<file path="config.mk">
export PLATFORM = sky130hd
export DESIGN_NAME = utf8_decoder_with_replacement
export DESIGN_NICKNAME = d
export VERILOG_FILES = /design/src/rtl/utf8d_pkg.sv /design/src/rtl/utf8_decoder_with_replacement.sv /design/src/rtl/utf8d_front.sv /design/src/rtl/utf8d_queue.sv /design/src/rtl/utf8d_back.sv
export VERILOG_INCLUDE_DIRS = /design/src /design/src/rtl
export SDC_FILE = /design/constraint.sdc
export NUM_CORES = 1
export LEC_CHECK = 0
export BUFFER_PORTS_ARGS = -buffer_cell sky130_fd_sc_hd__buf_2
export CORE_MARGIN = 10
export CORE_UTILIZATION = 27
export CTS_BUF_LIST = sky130_fd_sc_hd__clkbuf_4 sky130_fd_sc_hd__clkbuf_8 sky130_fd_sc_hd__clkbuf_16
export DETAILED_ROUTE_END_ITERATION = 16
export SYNTH_ARGS = -nofsm -noshare
export SYNTH_HDL_FRONTEND = slang
export SYNTH_SLANG_ARGS = --single-unit
</file>
<file path="constraint.sdc">
create_clock -name clk -period 6.9 [get_ports clk]
set_clock_uncertainty 0.1 [all_clocks]
set_input_delay 1.035 -clock clk [delete_from_list [all_inputs] [get_ports clk]]
set_output_delay 1.035 -clock clk [all_outputs]
set_load 0.05 [all_outputs]
</file>
<file path="src/rtl/utf8_decoder_with_replacement_defines.svh">
// Assertion macros for the UTF-8 decoder RTL.
// Used by utf8d_back, which carries concurrent assertions; the macros expect clk and rst_n in scope.
`ifndef UTF8_DECODER_WITH_REPLACEMENT_DEFINES_SVH
`define UTF8_DECODER_WITH_REPLACEMENT_DEFINES_SVH
`ifndef SYNTHESIS
`define UTF8D_ASSERT(lbl, prop, msg) \
    lbl: assert property (@(posedge clk) disable iff (!rst_n) prop) else $error(msg);
`define UTF8D_ASSERT_NEXT(lbl, ante, cons, msg) \
    lbl: assert property (@(posedge clk) disable iff (!rst_n) (ante) |=> (cons)) else $error(msg);
`else
`define UTF8D_ASSERT(lbl, prop, msg)
`define UTF8D_ASSERT_NEXT(lbl, ante, cons, msg)
`endif
`endif

</file>
<file path="src/rtl/utf8d_pkg.sv">
// Package for the UTF-8 decoder: payload and command types, byte constants, helpers.
// No dependencies; imported by every module of the decoder.
package utf8d_pkg;

    localparam int unsigned CP_W  = 21;
    localparam int unsigned REP_W = 3;

    localparam logic [CP_W-1:0] REPL_CP = 21'd63;

    localparam logic [7:0] CONT_MASK = 8'hC0;
    localparam logic [7:0] CONT_TAG  = 8'h80;
    localparam logic [7:0] LEAD2_LO  = 8'hC2;
    localparam logic [7:0] LEAD2_HI  = 8'hDF;
    localparam logic [7:0] LEAD3_LO  = 8'hE0;
    localparam logic [7:0] LEAD3_HI  = 8'hEF;
    localparam logic [7:0] LEAD_ED   = 8'hED;
    localparam logic [7:0] CONT_A0   = 8'hA0;
    localparam logic [7:0] LEAD4_LO  = 8'hF0;
    localparam logic [7:0] LEAD4_HI  = 8'hF4;
    localparam logic [7:0] CONT_90   = 8'h90;

    typedef struct packed {
        logic [7:0] data_byte;
        logic       final_byte;
    } utf8d_in_t;

    typedef struct packed {
        logic [CP_W-1:0] code_point;
        logic            replaced;
        logic            end_of_text;
    } utf8d_out_t;

    // One queue entry: rep_cnt replacements, then the code point if has_cp.
    typedef struct packed {
        logic [REP_W-1:0] rep_cnt;
        logic             has_cp;
        logic [CP_W-1:0]  cp;
        logic             eot;
    } utf8d_cmd_t;

    // Sequence length of a lead byte, 1 to 4, or 0 when the byte cannot lead.
    function automatic logic [2:0] lead_len(input logic [7:0] b);
        logic [2:0] len;
        len = 3'd0;
        if (b < CONT_TAG)
            len = 3'd1;
        else if (b >= LEAD2_LO && b <= LEAD2_HI)
            len = 3'd2;
        else if (b >= LEAD3_LO && b <= LEAD3_HI)
            len = 3'd3;
        else if (b >= LEAD4_LO && b <= LEAD4_HI)
            len = 3'd4;
        return len;
    endfunction

    // Whether b may follow lead; the range limits apply only to the second byte.
    function automatic logic follow_ok(input logic [7:0] lead, input logic second,
                                       input logic [7:0] b);
        logic ok;
        ok = ((b & CONT_MASK) == CONT_TAG);
        if (second)
        begin
            if (lead == LEAD3_LO && b < CONT_A0)
                ok = 1'b0;
            if (lead == LEAD_ED && b >= CONT_A0)
                ok = 1'b0;
            if (lead == LEAD4_LO && b < CONT_90)
                ok = 1'b0;
            if (lead == LEAD4_HI && b >= CONT_90)
                ok = 1'b0;
        end
        return ok;
    endfunction

    // Code point of a complete sequence; acc holds the earlier continuation payloads.
    function automatic logic [CP_W-1:0] build_cp(input logic [7:0] lead,
                                                 input logic [11:0] acc,
                                                 input logic [7:0] b,
                                                 input logic [2:0] len);
        logic [CP_W-1:0] cp;
        case (len)
            3'd2:    cp = {10'd0, lead[4:0], b[5:0]};
            3'd3:    cp = {5'd0, lead[3:0], acc[5:0], b[5:0]};
            default: cp = {lead[2:0], acc[11:0], b[5:0]};
        endcase
        return cp;
    endfunction

endpackage

</file>
<file path="src/rtl/utf8_decoder_with_replacement.sv">
// Streaming UTF-8 decoder with '?' replacement for invalid or truncated sequences.
// Throughput: one byte per cycle while the command queue is not full.
// A result passes through the command queue, then the command and output registers of the back end.
// Rate is set by the back end, which sends one result per cycle from the command queue unless stalled.
// Reset (rst_n low, asynchronous) empties the queue, drops the open sequence and the output.
module utf8_decoder_with_replacement
    import utf8d_pkg::*;
#(
    parameter int unsigned QUEUE_DEPTH = 5
)
(
    input  logic       clk,
    input  logic       rst_n,
    input  logic       byte_valid,
    output logic       byte_stall,
    input  utf8d_in_t  byte_item,
    output logic       cp_valid,
    input  logic       cp_stall,
    output utf8d_out_t cp_item
);

    // The front end holds the lead byte and continuation payload bits of an
    // unfinished sequence. For each byte transfer it decides everything that
    // byte settles at once: how many '?' results a broken or truncated sequence
    // produces, and whether a decoded code point follows them. That decision
    // travels as a single command, so the front end never waits for output.
    //
    // Total results never exceed total bytes, so a back end that sends one
    // result per cycle keeps pace on average. The queue absorbs the bursts
    // where a broken sequence releases several replacements at once; the
    // front end stalls only while the queue is full. A command with four
    // results lets three more commands pile up behind the one already
    // waiting, so five entries keep a full-rate byte stream moving as long
    // as the result side does not stall.

    logic       q_full;
    logic       q_push;
    utf8d_cmd_t q_cmd;
    logic       q_pop;
    logic       q_not_empty;
    utf8d_cmd_t q_head;

    utf8d_front u_front (
        .clk        (clk),
        .rst_n      (rst_n),
        .byte_valid (byte_valid),
        .byte_stall (byte_stall),
        .byte_item  (byte_item),
        .q_full     (q_full),
        .q_push     (q_push),
        .q_cmd      (q_cmd)
    );

    utf8d_queue #(
        .DEPTH (QUEUE_DEPTH)
    ) u_queue (
        .clk       (clk),
        .rst_n     (rst_n),
        .push      (q_push),
        .push_cmd  (q_cmd),
        .pop       (q_pop),
        .full      (q_full),
        .not_empty (q_not_empty),
        .head_cmd  (q_head)
    );

    // The back end keeps the command in service plus a registered output
    // stage; while a result stalls, a command is loaded only if none is in service.
    utf8d_back u_back (
        .clk         (clk),
        .rst_n       (rst_n),
        .q_not_empty (q_not_empty),
        .q_head      (q_head),
        .q_pop       (q_pop),
        .cp_valid    (cp_valid),
        .cp_stall    (cp_stall),
        .cp_item     (cp_item)
    );

endmodule

</file>
<file path="src/rtl/utf8d_front.sv">
// Front end of the UTF-8 decoder: takes bytes, tracks the open sequence, classifies.
// Depends on utf8d_pkg; pushes one command per byte that yields results.
module utf8d_front
    import utf8d_pkg::*;
(
    input  logic       clk,
    input  logic       rst_n,
    input  logic       byte_valid,
    output logic       byte_stall,
    input  utf8d_in_t  byte_item,
    input  logic       q_full,
    output logic       q_push,
    output utf8d_cmd_t q_cmd
);

    logic [1:0]  pend_cnt_reg, pend_cnt_next;
    logic [7:0]  lead_reg, lead_next;
    logic [11:0] acc_reg, acc_next;

    logic        accept;
    logic [7:0]  b;
    logic        fin;
    logic [2:0]  plen;
    logic [2:0]  blen;
    logic [2:0]  rep0;
    logic        fits;
    logic        has_res;

    assign byte_stall = q_full;
    assign accept     = byte_valid && !q_full;
    assign b          = byte_item.data_byte;
    assign fin        = byte_item.final_byte;
    assign plen       = lead_len(lead_reg);
    assign blen       = lead_len(b);
    assign rep0       = {1'b0, pend_cnt_reg};
    assign fits       = (pend_cnt_reg != 2'd0)
                        && follow_ok(lead_reg, pend_cnt_reg == 2'd1, b);

    always_comb
    begin
        pend_cnt_next = pend_cnt_reg;
        lead_next     = lead_reg;
        acc_next      = acc_reg;
        has_res       = 1'b0;
        q_cmd         = '{rep_cnt: '0, has_cp: 1'b0, cp: '0, eot: fin};
        if (fits)
        begin
            if (rep0 + 3'd1 == plen)
            begin
                has_res       = 1'b1;
                q_cmd.has_cp  = 1'b1;
                q_cmd.cp      = build_cp(lead_reg, acc_reg, b, plen);
                pend_cnt_next = 2'd0;
            end
            else if (fin)
            begin
                // Cut short: the lead, every buffered continuation and this final byte become '?'.
                has_res       = 1'b1;
                q_cmd.rep_cnt = rep0 + 3'd1;
                pend_cnt_next = 2'd0;
            end
            else
            begin
                pend_cnt_next = pend_cnt_reg + 2'd1;
                acc_next      = {acc_reg[5:0], b[5:0]};
            end
        end
        else
        begin
            // Any open sequence is broken; the new byte starts afresh.
            q_cmd.rep_cnt = rep0;
            pend_cnt_next = 2'd0;
            if (blen == 3'd1)
            begin
                has_res      = 1'b1;
                q_cmd.has_cp = 1'b1;
                q_cmd.cp     = {13'd0, b};
            end
            else if (blen == 3'd0 || fin)
            begin
                has_res       = 1'b1;
                q_cmd.rep_cnt = rep0 + 3'd1;
            end
            else
            begin
                has_res       = (rep0 != 3'd0);
                pend_cnt_next = 2'd1;
                lead_next     = b;
            end
        end
    end

    assign q_push = accept && has_res;

    always_ff @(posedge clk or negedge rst_n)
    begin
        if (!rst_n)
            pend_cnt_reg <= 2'd0;
        else if (accept)
            pend_cnt_reg <= pend_cnt_next;
    end

    always_ff @(posedge clk)
    begin
        if (accept)
        begin
            lead_reg <= lead_next;
            acc_reg  <= acc_next;
        end
    end

endmodule

</file>
<file path="src/rtl/utf8d_queue.sv">
// Command queue between the front and back ends of the UTF-8 decoder.
// Depends on utf8d_pkg for the command type; DEPTH entries, first in first out.
module utf8d_queue
    import utf8d_pkg::*;
#(
    parameter int unsigned DEPTH = 4
)
(
    input  logic       clk,
    input  logic       rst_n,
    input  logic       push,
    input  utf8d_cmd_t push_cmd,
    input  logic       pop,
    output logic       full,
    output logic       not_empty,
    output utf8d_cmd_t head_cmd
);

    localparam int unsigned PTR_W = (DEPTH > 1) ? $clog2(DEPTH) : 1;
    localparam int unsigned CNT_W = $clog2(DEPTH + 1);

    utf8d_cmd_t       mem [DEPTH];
    logic [PTR_W-1:0] wr_ptr_reg, wr_ptr_next;
    logic [PTR_W-1:0] rd_ptr_reg, rd_ptr_next;
    logic [CNT_W-1:0] count_reg, count_next;

    assign full      = (count_reg == CNT_W'(DEPTH));
    assign not_empty = (count_reg != '0);
    assign head_cmd  = mem[rd_ptr_reg];

    always_comb
    begin
        wr_ptr_next = wr_ptr_reg;
        rd_ptr_next = rd_ptr_reg;
        if (push)
            wr_ptr_next = (wr_ptr_reg == PTR_W'(DEPTH - 1)) ? '0 : wr_ptr_reg + 1'b1;
        if (pop)
            rd_ptr_next = (rd_ptr_reg == PTR_W'(DEPTH - 1)) ? '0 : rd_ptr_reg + 1'b1;
        case ({push, pop})
            2'b10:   count_next = count_reg + 1'b1;
            2'b01:   count_next = count_reg - 1'b1;
            default: count_next = count_reg;
        endcase
    end

    always_ff @(posedge clk or negedge rst_n)
    begin
        if (!rst_n)
        begin
            wr_ptr_reg <= '0;
            rd_ptr_reg <= '0;
            count_reg  <= '0;
        end
        else
        begin
            wr_ptr_reg <= wr_ptr_next;
            rd_ptr_reg <= rd_ptr_next;
            count_reg  <= count_next;
        end
    end

    always_ff @(posedge clk)
    begin
        if (push)
            mem[wr_ptr_reg] <= push_cmd;
    end

endmodule

</file>
<file path="src/rtl/utf8d_back.sv">
// Back end of the UTF-8 decoder: expands queued commands into results, one per cycle when not stalled.
// Depends on utf8d_pkg and the assertion macro header; drives the output register.
`include "utf8_decoder_with_replacement_defines.svh"
module utf8d_back
    import utf8d_pkg::*;
(
    input  logic       clk,
    input  logic       rst_n,
    input  logic       q_not_empty,
    input  utf8d_cmd_t q_head,
    output logic       q_pop,
    output logic       cp_valid,
    input  logic       cp_stall,
    output utf8d_out_t cp_item
);

    logic       cur_valid_reg, cur_valid_next;
    utf8d_cmd_t cur_reg, cur_next;
    logic       out_valid_reg, out_valid_next;
    utf8d_out_t out_reg, out_next;

    logic slot_free;
    logic emit;
    logic last;
    logic done;
    logic take;

    assign slot_free = !out_valid_reg || !cp_stall;
    assign emit      = cur_valid_reg && slot_free;
    assign last      = (cur_reg.rep_cnt == '0)
                       || (cur_reg.rep_cnt == REP_W'(1) && !cur_reg.has_cp);
    assign done      = emit && last;
    assign take      = q_not_empty && (!cur_valid_reg || done);
    assign q_pop     = take;

    always_comb
    begin
        cur_valid_next = cur_valid_reg;
        cur_next       = cur_reg;
        out_valid_next = out_valid_reg;
        out_next       = out_reg;
        if (emit && !last)
            cur_next.rep_cnt = cur_reg.rep_cnt - 1'b1;
        if (take)
        begin
            cur_valid_next = 1'b1;
            cur_next       = q_head;
        end
        else if (done)
            cur_valid_next = 1'b0;
        if (slot_free)
            out_valid_next = cur_valid_reg;
        if (emit)
        begin
            if (cur_reg.rep_cnt != '0)
                out_next = '{code_point: REPL_CP, replaced: 1'b1,
                             end_of_text: cur_reg.eot && last};
            else
                out_next = '{code_point: cur_reg.cp, replaced: 1'b0,
                             end_of_text: cur_reg.eot};
        end
    end

    always_ff @(posedge clk or negedge rst_n)
    begin
        if (!rst_n)
        begin
            cur_valid_reg <= 1'b0;
            out_valid_reg <= 1'b0;
        end
        else
        begin
            cur_valid_reg <= cur_valid_next;
            out_valid_reg <= out_valid_next;
        end
    end

    always_ff @(posedge clk)
    begin
        cur_reg <= cur_next;
        out_reg <= out_next;
    end

    assign cp_valid = out_valid_reg;
    assign cp_item  = out_reg;

    `UTF8D_ASSERT(a_cmd_not_empty, cur_valid_reg |-> (cur_reg.rep_cnt != '0 || cur_reg.has_cp), "queued command carries no result")
    `UTF8D_ASSERT(a_repl_value, (out_valid_reg && out_reg.replaced) |-> (out_reg.code_point == REPL_CP), "replacement result has wrong code point")
    `UTF8D_ASSERT_NEXT(a_cmd_held, emit && !last, cur_valid_reg && out_valid_reg, "command dropped before all results were sent")

endmodule

</file>
Yosys cells after proc, flatten, opt, wreduce, memory -nomap -nowiden:

Memories as Yosys holds them, arrays and structs flattened.
Cells that the tools add are included.

* register bits: 82
* latch bits: 0
* bits in writable memories: 130
* bits in read-only memories: 0
* input bits: 13
* output and inout port bits: 25
* memories kept: 1

* add/subtract/negate cells: 7
* $mul: 0
* div/mod/pow operators: 0
* $lt $le $gt $ge: 18
* eq/ne operators: 16
* shifts and indexed selects: 0
* multiplexer cells: 41
* bitwise operators: 5
* reductions and logical operators: 40

Memories
* u_queue.mem: words 5, width 26, read ports 1, clocked after Yosys merged registers in 0, write ports 1, RTL line utf8d_queue.sv:22 `utf8d_cmd_t mem [DEPTH];`

Operators with widths (count)
* 8-bit greater-or-equal comparator (second input constant): 8
* 8-bit <= comparator (second input constant): 6
* 3-bit 2-to-1 mux: 15
* 22-bit 2-to-1 mux: 2
* 21-bit case mux with 2 select lines: 1
* 8-bit equality test (second input constant): 4
* 8-bit < comparator (second input constant): 4
* 26-bit 2-to-1 mux: 1
* 25-bit 2-to-1 mux: 1
* 1-bit logical AND: 19
* 1-bit 2-to-1 mux: 15
* 2-bit 2-to-1 mux: 5
* 3-bit by 1-bit adder with 3-bit output (second input constant): 3
* 3-bit equality test (second input constant): 3
* 3-bit nonzero test: 3
* 4-bit AND reduction: 2
* 2-bit nonzero test: 4
* 3-bit by 1-bit equality test with 1-bit output (second input constant): 2
* 3-bit by 2-bit equality test with 1-bit output (second input constant): 2
* 1-bit logical NOT: 6
* 3-bit logical NOT: 2
* 3-bit case mux with 2 select lines: 1
* 3-bit by 1-bit subtractor with 3-bit output (second input constant): 2
* 1-bit NOT: 5
* 6 further kinds: 11

Logic depth before layout (Yosys ltp):

* word-level depth: 14
* mapped depth: 12

Modules after synthesis:

A second synthesis with hierarchy kept.

* cells, all modules: 565
* area, all modules: 8962.3 um2

Modules (own cells, without submodules)
* utf8d_queue: instances 1, cells an instance 332, area an instance 5728.0 um2, sequential area each 4129.0 um2
* utf8d_back: instances 1, cells an instance 98, area an instance 1871.8 um2, sequential area each 1521.5 um2
* utf8d_front: instances 1, cells an instance 135, area an instance 1362.6 um2, sequential area each 650.6 um2

Worst setup path after synthesis:

OpenSTA, ideal clock, no wires.

* path kind: input-to-reg
* from: in byte_item[6] (netlist bit)
* to: mem u_queue.mem[2][0] (netlist bit), enable pin
* data arrival time: 4.607 ns
* required time: 6.325 ns
* slack: 1.718 ns
* cell stages on the path: 6
* buffers on the path: 0
* cell sequence: or4_1 > nor2_1 > nor4_1 > a21oi_1 > nand2_2 > nor4_1

* longest elaborated chain between the ends: 14

RTL lines
* from (decl): RTL line utf8_decoder_with_replacement.sv:16 `input utf8d_in_t byte_item,`
* 8-bit greater-or-equal comparator / 8-bit <= comparator (equally long branches): RTL line utf8d_pkg.sv:51 `else if (b >= LEAD4_LO && b <= LEAD4_HI)`
* 1-bit logical AND: RTL line utf8d_pkg.sv:51
* 3-bit 2-to-1 mux: RTL line utf8d_pkg.sv:51
* 3-bit 2-to-1 mux: RTL line utf8d_pkg.sv:49 `else if (b >= LEAD3_LO && b <= LEAD3_HI)`
* 3-bit 2-to-1 mux: RTL line utf8d_pkg.sv:47 `else if (b >= LEAD2_LO && b <= LEAD2_HI)`
* 3-bit 2-to-1 mux: RTL line utf8d_pkg.sv:45 `if (b < CONT_TAG)`
* 3-bit logical NOT: RTL line utf8d_front.sv:79 `else if (blen == 3'd0 || fin)`
* 1-bit logical OR: RTL line utf8d_front.sv:79
* 1-bit 2-to-1 mux: RTL line utf8d_front.sv:79
* 1-bit 2-to-1 mux: RTL line utf8d_front.sv:73 `if (blen == 3'd1)`
* 1-bit 2-to-1 mux (*): RTL line utf8d_front.sv:46 `if (fits)`
* 1-bit logical AND (*): RTL line utf8d_front.sv:93 `assign q_push = accept && has_res;`
* 1-bit 2-to-1 mux (*): RTL line utf8d_queue.sv:64 `if (push)`
* 1-bit 2-to-1 mux (not written as such) (*): RTL line utf8d_queue.sv:65 `mem[wr_ptr_reg] <= push_cmd;`
* to (decl): RTL line utf8d_queue.sv:22

Mark *: on every way between the ends. The rest lies on a longest branch, timed or not.

==> flow_metrics.py <==
metrics = {
    "global_routing": {
        "gr-usage-all-layers_pct": 8.10,
        "grt_pass1_vias": 4303,
        "grt_pass1_wl_mm": 25.0,
        "gr-usage-met3_pct": 1.50,
        "busiest_layer": "met2",
        "met1_usage_pct": 10.8,
        "grt_overflow": 0,
        "gr-usage-met2_pct": 13.1,
        "grt_max_degree": 36,
        "antenna_found_initial": 0,
    },
    "yosys": {
        "ys_seq_elements": 212,
        "synth_compound_area_share_pct": 4.02,
        "synth_nets": 493,
        "synthXorXnorAreaFrac_pct": 0.514,
        "synth_edf_count": 199,
        "syn_avg_cell_area_um2": 18.2,
        "yosysWarnings": 0,
        "synthSimpleGateAreaFrac_pct": 6.62,
        "synth_top_cell_area_share_pct": 70.1,
        "yosysMostFrequentCell": "edfxtp_1",
        "synth-main-ff-cell": "edfxtp_1",
        "synth_top_family_by_area": "multiplexers",
        "ys_types": 52,
        "synth_mux_area_share_pct": 11.3,
        "async_flop_share_pct": 6.13,
        "synthAdderAreaFrac_pct": 1.85,
        "synth_top_area_cell": "edfxtp_1",
        "ys_top_cells_by_area": "edfxtp_1 70%, mux4_2 6.9%, dfrtp_1 3.8%",
        "seq_area_frac_synth_pct": 74.0,
        "synth_area_um2": 8520,
        "syn_inst": 468,
        "synthTopCellsByCount": "199 x edfxtp_1, 28 x mux2_2, 26 x mux4_2",
    },
    "clocking": {
        "post_cts_buffers": 0,
        "cts_num_sinks": 212,
        "cts.path.max_buffers": 3,
        "cts_tree": "built",
        "ctsResizeCount": 0,
        "root_buffer": "clkbuf_16",
        "cts_buffers": 24,
        "htree_levels": 1,
        "clk_pin_slew_ns": 0.06,
        "holdBufCountCts": 0,
        "worstSkewPairLatency_ns": 0.51,
    },
    "timing": {
        "fin_tns_setup_ns": 0,
        "setup_viol": 0,
        "tightest_slew_ns": 1.05,
        "fin_crit_ns": 3.37,
        "grt_setup_unrepaired": "false",
        "fmax_ghz": 0.297,
        "report.final.slew_viol_count": 0,
        "finalHoldViolCount": 0,
        "slew_headroom_pct": 29.4,
        "fin_crit_sh_pct": 48.8,
    },
    "route": {
        "wire_per_inst_um": 17.4,
        "vias": 4173,
        "ant_nets": 0,
        "drc": 0,
        "drt_first_pass_iters": 4,
        "wirelength_mm": 16.2,
        "vias_per_cell": 4.46,
        "initialDrtViolationCount": 279,
    },
    "die": {
        "core-area_um2": 30800,
        "fp.dieH_um": 198,
        "fp.dieArea_um2": 39100,
        "start_util_pct": 27.6,
        "io_pins": 38,
        "die_w_um": 198,
        "num_rows": 64,
    },
    "setup_path": {
        "reg2reg_slack_ns": 3.55,
        "worst-path-buf-inv": 1,
        "crit_path_end": "u_queue.mem[3][21]$_DFFE_PP_",
        "criticalPathCategory": "in -> reg",
        "cp-end-kind": "flip-flop",
        "cp.depth": 7,
        "regToRegStartpoint": "u_back.cur_reg[23]$_DFFE_PP_",
        "crit_fanout": 18,
        "critPathArrivalTime_ns": 3.49,
        "crit_required_ns": 7.02,
        "cp_slowest_cell": "or3_1",
        "worstPathCellList": "buf_2 > a21oi_1 > o211a_1 > o211a_1 > or3_1 > or3_1 > nor3_1",
        "worst_r2r_endpoint": "u_queue.count_reg[1]$_DFFE_PN0P_",
        "crit_path_max_incr_delay_ns": 0.69,
        "crit_family": "simple AND/OR/NAND/NOR gates",
        "ff2ff_path_depth": 9,
        "worstSetupStartpointType": "primary input",
        "crit_start": "byte_item[8]",
    },
    "place": {
        "place_hpwl_mm": 10.4,
        "place_area_um2": 9220,
        "port_buffers": 37,
        "place.gp.congestion": 0.817,
    },
    "power": {
        "power_density_nw_per_um2": 395,
        "ir_worst_vdd_mv": 0.173,
        "leakagePower_nw": 3.39,
        "p_total_mw": 3.97,
    },
    "cells_and_area": {
        "largest_reg_flops": 130,
        "antenna_cells": 0,
        "areaGrowthSynthToFinish_pct": 18.0,
        "post-route-util_pct": 32.6,
        "fin_area_um2": 10100,
        "drive_above_1_share_pct": 29.1,
        "fin_nets": 548,
    },
    "hold_path": {
        "hold_path_class": "in -> async",
    },
    "outcome": {
        "status": "finished clean",
    },
    "run": {
        "max_cap_viol_count": 0,
    },
}
-- kinds of logic after synthesis --
family          count (synthesis)
compound gates                 47
xor+xnor                        5
fa+ha+maj                      12
buf+inv                        33
flops                         212
mux                            60
simple gates                   99
-- cell type report --
type	instances	area, um^2
repair buffers	45	245
clock inverters	15	213
inverters	17	63.8
clock buffers	27	623
flip-flops and latches	212	6300
multi-input cells	223	2110
fillers	2904	20800
well taps	396	495
-- through the flow --
| step | setup WS [ns] | hold WS, ns | std cells |
|---|---|---|---|
| floorplan | 1.72 | 0.326 | 468 |
| global placement | 3.19 | 0.350 | 893 |
| detailed placement | 3.07 | 0.362 | 893 |
| CTS | 3.46 | 0.313 | 935 |
| global route | 3.18 | 0.325 | 935 |
| finish | 3.53 | 0.324 | 935 |
-- layer usage --
metal,share of wire (%),vias to the layer above
met5,0,-
met3,5.0,22
met1,47,2081
li1,-,1964
met4,1.9,0
met2,46,106
-- power by group --
group	switching (mW)	internal, mW
Clock	0.482	0.836
Sequential	0.0771	1.68
Combinational	0.522	0.370
-- placed cells by master, fill, tap and decap left out, types with 4 or more instances in the layout --
cell type,count
and2_1,21
clkbuf_16,24
buf_2,37
nor3_1,5
a21boi_0,5
nand3_1,7
nor4_2,5
or3_1,10
clkinv_1,5
nand2b_1,4
a21oi_1,10
dfrtp_1,13
edfxtp_1,199
ha_1,11
inv_1,17
o31ai_1,4
o21ai_0,6
mux2i_1,6
mux2_2,28
nand2_1,18
buf_4,8
bufinv_16,5
a22oi_1,4
nor2_1,8
mux4_2,26
-- worst min-delay path by stage --
stage	startpoint	end	slack [ns]
floorplan	u_front.acc_reg[0]$_DFFE_PP_	u_front.acc_reg[6]$_DFFE_PP_	0.33
global placement	u_front.acc_reg[3]$_DFFE_PP_	u_front.acc_reg[9]$_DFFE_PP_	0.35
detailed placement	u_front.acc_reg[0]$_DFFE_PP_	u_front.acc_reg[6]$_DFFE_PP_	0.36
CTS	rst_n	u_front.pend_cnt_reg[1]$_DFFE_PN0P_	0.31
global route	rst_n	u_front.pend_cnt_reg[1]$_DFFE_PN0P_	0.33
finish	rst_n	u_back.cp_valid$_DFFE_PN0N_	0.32
Note: power is estimated with default switching activity, not from simulation.
